## src/cccas_pkg.sv

```systemverilog
// Shared types and constants for the cluster chain anomaly scorer.
package cccas_pkg;

	localparam int CHAIN_MAX   = 65536;
	localparam int LEN_W       = $clog2(CHAIN_MAX + 1);
	localparam int CLUSTER_W   = 28;
	localparam int COUNT_W     = 16;
	localparam int RATIO_W     = 16;
	localparam int CFG_W       = 28;
	localparam int CFG_IDX_W   = 2;
	localparam int IN_DATA_W   = 32;
	localparam int OUT_DATA_W  = 88;
	localparam int FIFO_DEPTH  = 4;
	localparam int FIFO_PTR_W  = $clog2(FIFO_DEPTH);

	localparam logic [CFG_IDX_W-1:0] REG_MIN_CLUSTERS = 2'd0;
	localparam logic [CFG_IDX_W-1:0] REG_LARGE_GAP    = 2'd1;
	localparam logic [CFG_IDX_W-1:0] REG_SUSPICIOUS   = 2'd2;
	localparam logic [CFG_IDX_W-1:0] REG_SEVERE       = 2'd3;

	localparam logic [COUNT_W-1:0]   MIN_CLUSTERS_RST = 16'd3;
	localparam logic [CLUSTER_W-1:0] LARGE_GAP_RST    = 28'd100;
	localparam logic [RATIO_W-1:0]   SUSPICIOUS_RST   = 16'd6554;
	localparam logic [RATIO_W-1:0]   SEVERE_RST       = 16'd19661;

	typedef struct packed {
		logic [COUNT_W-1:0]   min_clusters;
		logic [CLUSTER_W-1:0] gap_threshold;
		logic [RATIO_W-1:0]   suspicious_ratio;
		logic [RATIO_W-1:0]   severe_ratio;
	} cfg_t;

	// Totals of one finished chain, handed from the front to the back.
	typedef struct packed {
		logic [LEN_W-1:0]   length;
		logic [COUNT_W-1:0] repeats;
		logic [COUNT_W-1:0] back_jumps;
		logic [COUNT_W-1:0] large_gaps;
	} summary_t;

	function automatic logic [COUNT_W-1:0] sat_inc(input logic [COUNT_W-1:0] v);
		sat_inc = (v == {COUNT_W{1'b1}}) ? v : v + 1'b1;
	endfunction

endpackage

```

## src/cccas_fifo.sv

```systemverilog
// Short queue of chain summaries between the front and the back.
module cccas_fifo
	import cccas_pkg::*;
(
	input  logic     clk,
	input  logic     arst_n,
	input  logic     push,
	input  summary_t push_data,
	output logic     full,
	input  logic     pop,
	output logic     not_empty,
	output summary_t pop_data
);

	summary_t                entries_q [FIFO_DEPTH];
	logic [FIFO_PTR_W-1:0]   wr_ptr_q;
	logic [FIFO_PTR_W-1:0]   rd_ptr_q;
	logic [FIFO_PTR_W:0]     level_q;
	logic                    do_push;
	logic                    do_pop;

	assign full      = (level_q == (FIFO_PTR_W + 1)'(FIFO_DEPTH));
	assign not_empty = (level_q != '0);
	assign do_push   = push && !full;
	assign do_pop    = pop && not_empty;
	assign pop_data  = entries_q[rd_ptr_q];

	always_ff @(posedge clk) begin
		if (do_push) begin
			entries_q[wr_ptr_q] <= push_data;
		end
	end

	always_ff @(posedge clk or negedge arst_n) begin
		if (!arst_n) begin
			wr_ptr_q <= '0;
			rd_ptr_q <= '0;
			level_q  <= '0;
		end else begin
			if (do_push) begin
				wr_ptr_q <= wr_ptr_q + 1'b1;
			end
			if (do_pop) begin
				rd_ptr_q <= rd_ptr_q + 1'b1;
			end
			if (do_push && !do_pop) begin
				level_q <= level_q + 1'b1;
			end else if (do_pop && !do_push) begin
				level_q <= level_q - 1'b1;
			end
		end
	end

endmodule

```

## src/cccas_front.sv

```systemverilog
// Front end: classifies each cluster pair and accumulates the chain counts.
module cccas_front
	import cccas_pkg::*;
(
	input  logic                 clk,
	input  logic                 arst_n,
	input  cfg_t                 cfg,
	input  logic                 in_valid,
	output logic                 in_ready,
	input  logic [CLUSTER_W-1:0] in_cluster,
	input  logic                 in_last,
	input  logic                 q_full,
	output logic                 q_push,
	output summary_t             q_data
);

	logic                 prev_started_q;
	logic [CLUSTER_W-1:0] prev_cluster_q;

	logic                 valid_s1;
	logic                 last_s1;
	logic                 first_s1;
	logic                 rep_s1;
	logic                 back_s1;
	logic                 large_s1;

	logic [LEN_W-1:0]     len_q;
	logic [COUNT_W-1:0]   rep_q;
	logic [COUNT_W-1:0]   bj_q;
	logic [COUNT_W-1:0]   lg_q;

	logic                 accept;
	logic                 advance;
	logic [CLUSTER_W-1:0] gap;
	logic                 is_rep;
	logic                 is_back;
	logic                 is_large;
	summary_t             next_sum;

	assign advance  = valid_s1 && (!last_s1 || !q_full);
	assign in_ready = !valid_s1 || advance;
	assign accept   = in_valid && in_ready;

	// The gap is only meaningful when the cluster moved forward.
	assign gap      = in_cluster - prev_cluster_q - 1'b1;
	assign is_rep   = (in_cluster == prev_cluster_q);
	assign is_back  = (in_cluster < prev_cluster_q);
	assign is_large = (in_cluster > prev_cluster_q) && (gap != '0)
		&& (gap >= cfg.gap_threshold);

	always_comb begin
		next_sum.length     = len_q;
		next_sum.repeats    = rep_q;
		next_sum.back_jumps = bj_q;
		next_sum.large_gaps = lg_q;
		if (first_s1) begin
			next_sum.length     = LEN_W'(1);
			next_sum.repeats    = '0;
			next_sum.back_jumps = '0;
			next_sum.large_gaps = '0;
		end else if (len_q < LEN_W'(CHAIN_MAX)) begin
			next_sum.length = len_q + 1'b1;
			if (rep_s1) begin
				next_sum.repeats = sat_inc(rep_q);
			end
			if (back_s1) begin
				next_sum.back_jumps = sat_inc(bj_q);
			end
			if (large_s1) begin
				next_sum.large_gaps = sat_inc(lg_q);
			end
		end
	end

	assign q_push = advance && last_s1;
	assign q_data = next_sum;

	always_ff @(posedge clk) begin
		if (accept) begin
			prev_cluster_q <= in_cluster;
			rep_s1         <= is_rep;
			back_s1        <= is_back;
			large_s1       <= is_large;
			last_s1        <= in_last;
			first_s1       <= !prev_started_q;
		end
	end

	always_ff @(posedge clk or negedge arst_n) begin
		if (!arst_n) begin
			prev_started_q <= 1'b0;
			valid_s1       <= 1'b0;
			len_q          <= '0;
			rep_q          <= '0;
			bj_q           <= '0;
			lg_q           <= '0;
		end else begin
			if (accept) begin
				prev_started_q <= !in_last;
			end
			if (accept) begin
				valid_s1 <= 1'b1;
			end else if (advance) begin
				valid_s1 <= 1'b0;
			end
			if (advance) begin
				if (last_s1) begin
					len_q <= '0;
					rep_q <= '0;
					bj_q  <= '0;
					lg_q  <= '0;
				end else begin
					len_q <= next_sum.length;
					rep_q <= next_sum.repeats;
					bj_q  <= next_sum.back_jumps;
					lg_q  <= next_sum.large_gaps;
				end
			end
		end
	end

endmodule

```

## src/cccas_back.sv

```systemverilog
// Back end: turns a chain summary into counts and ratio flags.
module cccas_back
	import cccas_pkg::*;
(
	input  logic                  clk,
	input  logic                  arst_n,
	input  cfg_t                  cfg,
	input  logic                  q_not_empty,
	input  summary_t              q_data,
	output logic                  q_pop,
	output logic                  out_valid,
	input  logic                  out_ready,
	output logic [OUT_DATA_W-1:0] out_data
);

	logic                 valid_s1;
	logic                 short_s1;
	logic [COUNT_W-1:0]   rep_s1;
	logic [COUNT_W-1:0]   bj_s1;
	logic [COUNT_W-1:0]   lg_s1;
	logic [COUNT_W-1:0]   anom_s1;
	logic [COUNT_W-1:0]   pairs_s1;
	logic [2*COUNT_W-1:0] sus_lim_s1;
	logic [2*COUNT_W-1:0] sev_lim_s1;

	logic                  valid_q;
	logic [OUT_DATA_W-1:0] data_q;

	logic                 out_free;
	logic                 adv_s1;
	logic [LEN_W-1:0]     pairs_full;
	logic [COUNT_W-1:0]   pairs;
	logic [COUNT_W+1:0]   anom_sum;
	logic [COUNT_W-1:0]   anom;
	logic                 too_short;
	logic                 f_large;
	logic                 f_back;
	logic                 f_frag;
	logic                 f_rep;
	logic [OUT_DATA_W-1:0] result;

	assign out_free = !valid_q || out_ready;
	assign adv_s1   = !valid_s1 || out_free;
	assign q_pop    = q_not_empty && adv_s1;

	// A chain always holds at least one cluster, so the pair count never wraps.
	assign pairs_full = q_data.length - 1'b1;
	assign pairs      = (pairs_full > LEN_W'({COUNT_W{1'b1}})) ? {COUNT_W{1'b1}}
		: pairs_full[COUNT_W-1:0];
	assign anom_sum   = (COUNT_W+2)'(q_data.repeats) + (COUNT_W+2)'(q_data.back_jumps)
		+ (COUNT_W+2)'(q_data.large_gaps);
	assign anom       = (anom_sum > (COUNT_W+2)'({COUNT_W{1'b1}})) ? {COUNT_W{1'b1}}
		: anom_sum[COUNT_W-1:0];
	assign too_short  = (q_data.length < LEN_W'(cfg.min_clusters));

	always_ff @(posedge clk) begin
		if (q_pop) begin
			short_s1   <= too_short;
			rep_s1     <= q_data.repeats;
			bj_s1      <= q_data.back_jumps;
			lg_s1      <= q_data.large_gaps;
			anom_s1    <= anom;
			pairs_s1   <= pairs;
			sus_lim_s1 <= (2*COUNT_W)'(pairs) * (2*COUNT_W)'(cfg.suspicious_ratio);
			sev_lim_s1 <= (2*COUNT_W)'(pairs) * (2*COUNT_W)'(cfg.severe_ratio);
		end
	end

	// A count in Q16.16, to match pairs times a Q0.16 ratio, is the count shifted up by sixteen bits.
	assign f_large = {lg_s1, {COUNT_W{1'b0}}} > sus_lim_s1;
	assign f_back  = {bj_s1, {COUNT_W{1'b0}}} > sus_lim_s1;
	assign f_frag  = {anom_s1, {COUNT_W{1'b0}}} > sev_lim_s1;
	assign f_rep   = (rep_s1 != '0);

	always_comb begin
		result = '0;
		if (short_s1) begin
			result[5*COUNT_W] = 1'b1;
		end else begin
			result[COUNT_W-1:0]           = rep_s1;
			result[2*COUNT_W-1:COUNT_W]   = bj_s1;
			result[3*COUNT_W-1:2*COUNT_W] = lg_s1;
			result[4*COUNT_W-1:3*COUNT_W] = anom_s1;
			result[5*COUNT_W-1:4*COUNT_W] = pairs_s1;
			result[5*COUNT_W+1]           = f_large;
			result[5*COUNT_W+2]           = f_back;
			result[5*COUNT_W+3]           = f_frag;
			result[5*COUNT_W+4]           = f_rep;
			result[5*COUNT_W+5]           = f_large || f_back || f_frag || f_rep;
		end
	end

	always_ff @(posedge clk) begin
		if (valid_s1 && out_free) begin
			data_q <= result;
		end
	end

	always_ff @(posedge clk or negedge arst_n) begin
		if (!arst_n) begin
			valid_s1 <= 1'b0;
			valid_q  <= 1'b0;
		end else begin
			if (adv_s1) begin
				valid_s1 <= q_pop;
			end
			if (out_free) begin
				valid_q <= valid_s1;
			end
		end
	end

	assign out_valid = valid_q;
	assign out_data  = data_q;

endmodule

```

## src/cluster_chain_anomaly_scorer_top.sv

```systemverilog
// Top level of the cluster chain anomaly scorer: registers, front, queue and back.
//
//   Port group   Dir  Word
//   s_*          in   one cluster of a chain; tlast marks the chain's final cluster
//   m_*          out  one chain report, sent for each cluster marked last
//   cfg_*        in   register write: 0 min_clusters, 1 gap_threshold,
//                     2 suspicious_ratio, 3 severe_ratio
//
// One input word is taken every cycle; the per-pair compare and count run in
// one front stage, so the front never limits the rate unless the queue is full.
// On its way to the output register a report passes these steps: its last word
// enters the classify stage as it is taken, then the accumulate step writes the
// queue, one multiply stage registers the ratio limits, and the compare writes the
// output register. The four-entry queue lets the front keep taking words while
// a report waits on m_tready. Reset clears all chain state and loads the register
// defaults; no clearing pass is needed.
module cluster_chain_anomaly_scorer_top
	import cccas_pkg::*;
(
	input  logic                  clk,
	input  logic                  arst_n,
	input  logic                  s_tvalid,
	output logic                  s_tready,
	input  logic [IN_DATA_W-1:0]  s_tdata,   // [27:0] cluster, [31:28] zero
	input  logic                  s_tlast,   // last_in_chain
	output logic                  m_tvalid,
	input  logic                  m_tready,
	// [15:0] repeat_count, [31:16] back_jump_count, [47:32] large_gap_count,
	// [63:48] anomaly_count, [79:64] pair_count, [80] too_short,
	// [81] has_large_gaps, [82] has_back_jumps, [83] is_fragmented,
	// [84] has_repeats, [85] is_corrupted, [87:86] zero
	output logic [OUT_DATA_W-1:0] m_tdata,
	input  logic                  cfg_we,
	input  logic [CFG_IDX_W-1:0]  cfg_index,
	input  logic [CFG_W-1:0]      cfg_wdata
);

	cfg_t     cfg_q;
	logic     q_full;
	logic     q_push;
	summary_t q_push_data;
	logic     q_pop;
	logic     q_not_empty;
	summary_t q_pop_data;

	always_ff @(posedge clk or negedge arst_n) begin
		if (!arst_n) begin
			cfg_q.min_clusters     <= MIN_CLUSTERS_RST;
			cfg_q.gap_threshold    <= LARGE_GAP_RST;
			cfg_q.suspicious_ratio <= SUSPICIOUS_RST;
			cfg_q.severe_ratio     <= SEVERE_RST;
		end else if (cfg_we) begin
			case (cfg_index)
				REG_MIN_CLUSTERS: begin
					cfg_q.min_clusters <= cfg_wdata[COUNT_W-1:0];
				end
				REG_LARGE_GAP: begin
					cfg_q.gap_threshold <= cfg_wdata[CLUSTER_W-1:0];
				end
				REG_SUSPICIOUS: begin
					cfg_q.suspicious_ratio <= cfg_wdata[RATIO_W-1:0];
				end
				REG_SEVERE: begin
					cfg_q.severe_ratio <= cfg_wdata[RATIO_W-1:0];
				end
				default: begin
				end
			endcase
		end
	end

	cccas_front u_front (
		.clk        (clk),
		.arst_n     (arst_n),
		.cfg        (cfg_q),
		.in_valid   (s_tvalid),
		.in_ready   (s_tready),
		.in_cluster (s_tdata[CLUSTER_W-1:0]),
		.in_last    (s_tlast),
		.q_full     (q_full),
		.q_push     (q_push),
		.q_data     (q_push_data)
	);

	cccas_fifo u_fifo (
		.clk       (clk),
		.arst_n    (arst_n),
		.push      (q_push),
		.push_data (q_push_data),
		.full      (q_full),
		.pop       (q_pop),
		.not_empty (q_not_empty),
		.pop_data  (q_pop_data)
	);

	cccas_back u_back (
		.clk         (clk),
		.arst_n      (arst_n),
		.cfg         (cfg_q),
		.q_not_empty (q_not_empty),
		.q_data      (q_pop_data),
		.q_pop       (q_pop),
		.out_valid   (m_tvalid),
		.out_ready   (m_tready),
		.out_data    (m_tdata)
	);

	// A short chain reports nothing but its flag.
	assert property (@(posedge clk) disable iff (!arst_n)
		m_tvalid && m_tdata[80] |-> (m_tdata[79:0] == '0) && (m_tdata[85:81] == '0))
		else $error("short chain report carries nonzero fields");

	// The summary flag is the OR of the four pattern flags.
	assert property (@(posedge clk) disable iff (!arst_n)
		m_tvalid |-> (m_tdata[85] == (m_tdata[81] || m_tdata[82] || m_tdata[83]
			|| m_tdata[84])))
		else $error("is_corrupted disagrees with the pattern flags");

	// Repeats are flagged exactly when some were counted.
	assert property (@(posedge clk) disable iff (!arst_n)
		m_tvalid && !m_tdata[80] |-> (m_tdata[84] == (m_tdata[15:0] != '0)))
		else $error("has_repeats disagrees with repeat_count");

	// Nothing is pushed into a full queue: the front must hold a last word instead.
	assert property (@(posedge clk) disable iff (!arst_n)
		q_full |-> !q_push)
		else $error("chain summary pushed into a full queue");

endmodule

```

## config.mk

```make
export PLATFORM = sky130hd
export DESIGN_NAME = cluster_chain_anomaly_scorer_top
export DESIGN_NICKNAME = d
export VERILOG_FILES = /design/src/cccas_pkg.sv /design/src/cccas_fifo.sv /design/src/cccas_front.sv /design/src/cccas_back.sv /design/src/cluster_chain_anomaly_scorer_top.sv
export SDC_FILE = /design/constraint.sdc
export NUM_CORES = 2
export LEC_CHECK = 0
export BUFFER_PORTS_ARGS = -buffer_cell sky130_fd_sc_hd__clkbuf_2
export CAP_MARGIN = 20
export CORE_ASPECT_RATIO = 1.2
export CORE_MARGIN = 4
export CORE_UTILIZATION = 45
export DETAILED_ROUTE_END_ITERATION = 7
export GPL_TIMING_DRIVEN = 0
export MAX_ROUTING_LAYER = met4
export REMOVE_ABC_BUFFERS = 1
export SETUP_SLACK_MARGIN = 0.02
export SYNTH_ARGS = -nofsm -noshare
export SYNTH_HDL_FRONTEND = slang
export SYNTH_SLANG_ARGS = --single-unit
```

## constraint.sdc

```tcl
create_clock -name clk -period 11.9 [get_ports clk]
set_input_delay 2.38 -clock clk [delete_from_list [all_inputs] [get_ports clk]]
set_output_delay 2.38 -clock clk [all_outputs]
set_load 0.02 [all_outputs]
```

# Yosys cells after proc, flatten, opt, wreduce, memory -nomap -nowiden
# Memory sizes are Yosys's and may differ from the RTL's.
# Index checks and enable logic that the tools add are counted.
[op_classes]
addsub = 13
n_mul = 2
div_mod_pow = 0
magnitude_cmp = 10
n_eq_ne = 8
shift = 0
muxes = 20
bitwise_logic = 0
n_reduce_logical = 37
[ops]
columns = ["cell", "n"]
rows = [
  ["$mux 16", 10],
  ["$mux 65", 2],
  ["$gt 32x32->1", 3],
  ["$mul 16x16->32", 2],
  ["$add 16x1->16 const B", 3],
  ["$eq 16x16->1 const B", 3],
  ["$eq 28x28->1", 1],
  ["$ge 28x28->1", 1],
  ["$gt 28x28->1", 1],
  ["$lt 28x28->1", 1],
  ["$reduce_bool 28->1", 1],
  ["$sub 28x1->28 const B", 1],
  ["$sub 28x28->28", 1],
  ["$add 18x16->18", 1],
  ["$gt 18x16->1 const B", 1],
  ["$add 16x16->17", 1],
  ["$add 17x1->17 const B", 1],
  ["$gt 17x16->1 const B", 1],
  ["$lt 17x16->1", 1],
  ["$lt 17x17->1 const B", 1],
  ["$mux 17", 1],
  ["$sub 17x1->17 const B", 1],
  ["$reduce_bool 16->1", 1],
  ["$logic_and 1x1->1", 11],
  ["14 further kinds", 39],
]
[word_totals]
register_bits = 416
latchBits = 0
ramBits = 260
romBits = 0
in_bits = 68
output_inout_bits = 90
n_memories = 1
[mem_list]
columns = ["memory", "depth", "word_bits", "read_ports", "rd_ports_with_merged_regs", "wr", "line", "source"]
rows = [
  ["u_fifo.entries_q", 4, 65, 1, 0, 1, "cccas_fifo.sv:15", "summary_t entries_q [FIFO_DEPTH];"],
]

# Depth between registers and ports, before layout
[logic_depth]
depth_word = 10
ltp_mapped = 35
mapped_depth_nobuf = 29

# Modules after synthesis
# Synthesis repeated with hierarchy kept, for this count alone.
[hier_totals]
cells_unflattened = 4188
area_unflattened_um2 = 48408.9
[by_module_without_submodules]
columns = ["module", "instances", "cells_per_inst", "area_per_inst_um2", "seq_area_each_um2"]
rows = [
  ["cccas_back", 1, 2767, 28026.9, 6986.7],
  ["cccas_fifo", 1, 375, 9829.4, 7982.7],
  ["cccas_front", 1, 884, 7656.1, 2667.6],
  ["cluster_chain_anomaly_scorer_top", 1, 162, 2896.5, 1926.8],
]

# Worst setup path after synthesis
# Ideal clock, no wire load.
[synth_path]
path_type = "input -> register"
from = "in m_tready"
to = "reg u_fifo.level_q[1]"
setup_ns = 0.125
t_arrival_ns = 11.043
slack_ns = 0.732
stages = 7
path_buffers = 0
cell_sequence = "nor2b_1 > a21oi_1 > inv_1 > ha_1 > inv_1 > fa_1 > mux2_2"
[synth_between]
elab_chain_len = 7
elab_cells_between_ends = 9
classes_between = "mux: 1; reduce/logical: 8"
[synth_rtl]
columns = ["element", "line", "source"]
rows = [
  ["start: declaration", "cluster_chain_anomaly_scorer_top.sv:27", "input logic m_tready,"],
  ["$logic_or 1x1->1 (*)", "cccas_back.sv:42", "assign out_free = !valid_q || out_ready;"],
  ["$logic_or 1x1->1 (*)", "cccas_back.sv:43", "assign adv_s1 = !valid_s1 || out_free;"],
  ["$logic_and 1x1->1 (*)", "cccas_back.sv:44", "assign q_pop = q_not_empty && adv_s1;"],
  ["named net q_pop", "cluster_chain_anomaly_scorer_top.sv:42", "logic q_pop;"],
  ["$logic_and 1x1->1 (*)", "cccas_fifo.sv:25", "assign do_pop = pop && not_empty;"],
  ["$logic_not 1->1", "cccas_fifo.sv:46", "if (do_push && !do_pop) begin"],
  ["$logic_and 1x1->1", "cccas_fifo.sv:46", ""],
  ["$mux 3 / $reduce_bool 2->1 (equally long branches)", "--", ""],
  ["end signal: assignment", "cccas_fifo.sv:47", "level_q <= level_q + 1'b1;"],
  ["end signal: assignment", "cccas_fifo.sv:49", "level_q <= level_q - 1'b1;"],
  ["end: declaration", "cccas_fifo.sv:18", "logic [FIFO_PTR_W:0] level_q;"],
]
# The timed path passes the listed nets; every way through them passes the cells marked *.
# A chain may end at the register's enable or synchronous reset.

# Final worst setup path
[layout_path]
from = "reg u_fifo.rd_ptr_q[0]"
to = "reg u_back.sev_lim_s1[30] (data pin)"
[layout_between]
elab_chain_len = 5
[layout_rtl]
columns = ["element", "line", "source"]
rows = [
  ["start: declaration", "cccas_fifo.sv:17", "logic [FIFO_PTR_W-1:0] rd_ptr_q;"],
  ["start signal: assignment", "cccas_fifo.sv:44", "rd_ptr_q <= rd_ptr_q + 1'b1;"],
  ["$mem_v2 4x65 (*)", "--", ""],
  ["$sub 17x1->17 (*)", "cccas_back.sv:47", "assign pairs_full = q_data.length - 1'b1;"],
  ["$gt 17x16->1", "cccas_back.sv:48", "assign pairs = (pairs_full > LEN_W'({COUNT_W{1'b1}})) ? {COUNT_W{1'b1}}"],
  ["$mux 16 (*)", "cccas_back.sv:48", ""],
  ["$mul 16x16->32 (*)", "cccas_back.sv:65", "sev_lim_s1 <= (2*COUNT_W)'(pairs) * (2*COUNT_W)'(cfg.severe_ratio);"],
  ["end signal: assignment", "cccas_back.sv:65", ""],
  ["end: declaration", "cccas_back.sv:24", "logic [2*COUNT_W-1:0] sev_lim_s1;"],
]
# Every way passes the cells marked *; elsewhere a longest branch is shown, timed or not.

==> impl_results.md <==
* Status: complete, no violations
* Clock sink total at 676
* Via count at around 31000
* Yosys reg bits at roughly 680
* WHS Path Cells at 2
* FF-to-FF setup slack at 1510 ps
* DP Area at 0.05055 mm^2
* Pre-antenna DRT Iters at 5
* GRT Total Usage at 21.81%
* Post-synthesis mux area share at ~4.8%
* Largest family of logic cells by synthesized area: adder cells
* Mapped Avg Cell Area at 11.42 um^2
* Met3 Use GR at 2.896%
* CTS tree: built
* Port bufs at approximately 150
* Routed Antenna Nets at 0
* Max Buffers Root-to-Sink at 3
* Ys flop type: edfxtp_1
* Most common cell in the netlist: inv_1
* Worst reg2reg path depth at 29
* Antenna violations before repair at 6
* Resize count post-CTS at 0
* Reg-to-Reg Start: u_fifo.rd_ptr_q[0]
* Routability Congestion at 0.8408
* Synth area leaders: edfxtp_1 (33%), fa_1 (16%), ha_1 (9.7%)
* Vias in the first global route at 32543
* Gr busiest metal: met2
* CP Launch Type: flip-flop
* Crit path required time at 12300 ps
* Max Slew Vio Count at 0
* DP HPWL at 83.78 mm
* H-tree depth at 3
* EDFF count, synth at approximately 520
* Postcts setup bufs at 0
* Arr. time, crit path at 10780 ps
* Slowest stage delay, CP at 910 ps
* Clock Latency Late Sink at 690 ps
* Synth area leader: edfxtp_1
* Starting Density at 45.55%
* First-pass GRT wire length at 183.3 mm
* Die Area at around 0.11 mm^2
* Num CTS Buffers at between 70 and 80
* Core area at 0.1052 mm^2
* Final core area utilization at 50.53%
* Post-detailed-routing wire length at 115.8 mm
* Worst Clk Skew at ~38 ps
* Total I/O pin count at roughly 160
* Layout cells sized above 1 at 11.36%
* Global-route met2 utilization at 36.69%
* Syn-to-layout area delta at 10.92%
* Maximum capacitance violations at 0
* Vias/cell at 5.369
* Root buffer selected by CTS: clkbuf_16
* Slew @ Worst Pin at 1033 ps
* Post-synth top cells: inv_1 (616), edfxtp_1 (524), nand2_1 (412)
* Yosys cell types at 75
* Non-Filler Instances at 5746
* Ys async rst share at 22.49%
* Inst Count DP at about 5600
* Cts hold-fix bufs at 0
* Kind of critical path: flip-flop to flip-flop
* Die X at a little over 300 um
* Number of cell rows at 130
* CP max FO at 33
* Area of the mapped netlist at between 0.04 and 0.05 mm^2
* Final period util at roughly 87%
* Setup Viol. Count Final at 0
* DRT iter0 DRCs at ~2000
* Endpoint, Worst Hold: u_front.prev_started_q
* CTS clk-pin slew, worst paths at about 60 ps
* M1 GR Usage at 27.27%
* RR Endpoint: u_back.sev_lim_s1[30]
* DRC viols at 0
* Post-Synth Simple-Gate Area at between 10% and 20%
* Min-Delay Path Class: flip-flop to flip-flop
* Layout Nets at 5126
* Slowest stage cell, crit path: dfrtp_4
* Routed WL per cell at 20.15 um
* Post-Synth XOR/XNOR Area at 2.941%
* CP endpoint kind: flip-flop
* Adder-cell share of the synthesized area at 26.03%
* Final Cell Area at 0.05317 mm^2
* HP Start: u_front.prev_started_q
* Cells after Synth at between 4000 and 5000
* Share of the synthesized area in the top cell type at ~33%
* Max Clock Freq at 0.09628 GHz
* Ys Warns at 0
* RSZ-0062 raised after global routing: false
* Total gr overflow at 0
* Register area share after synthesis at 40.81%
* Die Y at 365.5 um
* Complex-gate fraction of the synthesized area at 6.684%
* Fin. Hold Viols at 0
* Min Tclk post-route at roughly 10000 ps
* Slew HR at between 30 and 40%
* Largest net degree at the start of global routing at 87
* Crit path top cell by count: fa_1
* Setup_tns at 0 ps
==> how the worst max path moves through the flow <==
stage / start / to / slack, ps / cells past startpoint
floorplan: u_fifo.rd_ptr_q[0] / u_back.sus_lim_s1[28] / 370 / 28
global placement: m_tready / u_fifo.level_q[1] / -3480 / 8
detailed placement: u_fifo.rd_ptr_q[0] / u_back.sus_lim_s1[20] / 1230 / 27
CTS: u_fifo.rd_ptr_q[0] / u_back.sus_lim_s1[20] / 1170 / 27
global route: u_fifo.rd_ptr_q[0] / u_back.sev_lim_s1[30] / 950 / 29
finish: u_fifo.rd_ptr_q[0] / u_back.sev_lim_s1[30] / 1510 / 29
==> layer usage <==
metal	routed length, um	vias to the layer above
met4	3846	0
met3	5324	187
li1	-	14350
met1	48870	15633
met5	0	-
met2	57770	682
==> state kept, by name, indices dropped and copies added, names as in the netlist, 3 cells and up <==
| register | cells |
|---|---|
| cfg_q | 76 |
| u_back.anom_s1 | 16 |
| u_back.bj_s1 | 16 |
| u_back.lg_s1 | 16 |
| u_back.out_data | 86 |
| u_back.pairs_s1 | 16 |
| u_back.rep_s1 | 16 |
| u_back.sev_lim_s1 | 32 |
| u_back.sus_lim_s1 | 32 |
| u_fifo.entries_q | 260 |
| u_fifo.level_q | 3 |
| u_front.bj_q | 16 |
| u_front.len_q | 17 |
| u_front.lg_q | 16 |
| u_front.prev_cluster_q | 28 |
| u_front.rep_q | 16 |
==> critical path: cells and delay by family (launching register included) <==
| kind | cells | cell delay, ps |
|---|---|---|
| adders and majority gates | 7 | 3360 |
| AOI/OAI and AO/OA | 7 | 1640 |
| DFF | 1 | 910 |
| buffers and inverters | 5 | 470 |
| and+or+nand+nor | 7 | 2600 |
| xor gates and xnor gates | 2 | 390 |
| muxes | 1 | 680 |
==> cell type report <==
cell class	count	area, um^2
sequential	676	19570
clock buffer	97	2031
antenna	2	5.005
clock inverter	42	565.5
multi-input combinational	2745	25480
tap	1386	1734
timing repair buffer	182	1476
fill	9350	52060
inverter	616	2312
==> cells by family (layout without fill, tap and decap cells) <==
group / after synthesis / after routing
AO/OA/AOI/OAI: 481 / 481
XOR/XNOR: 161 / 161
adder cells (fa/ha/maj): 762 / 762
buffers and inverters: 779 / 937
flip-flops: 676 / 676
multiplexers: 139 / 139
other: 1 / 4
AND/OR/NAND/NOR: 1200 / 1200
==> stage by stage <==
step,setup slack (ps),hold slack [ps]
final,1514,487.8
after global routing,948.0,516.4
after CTS,1165,494.7
after detailed placement,1229,479.6
after global placement,-3481,472.5
after floorplan,367.3,449.3
==> layout by cell type (no fill, tap or decap), types with 15 or more instances in the layout <==
cell	n
a211oi_1	29
a21o_1	66
a21oi_1	108
a22o_1	50
a31oi_1	19
and2_1	253
and3_1	23
buf_16	17
clkbuf_1	16
clkbuf_16	76
clkbuf_2	150
dfrtp_1	130
dfstp_2	20
edfxtp_1	524
fa_1	392
ha_1	370
inv_1	615
mux2_2	64
mux4_2	65
nand2_1	397
nand2_2	15
nand2b_1	24
nand3_1	82
nand4_1	33
nor2_1	147
nor2b_1	102
nor3_1	47
nor4_1	19
o21a_1	17
o21ai_0	99
o21bai_1	16
xnor2_1	95
xor2_1	65
Power is not shown: default switching activity piles up to over one toggle a cycle in this logic, so the estimate is an artifact.
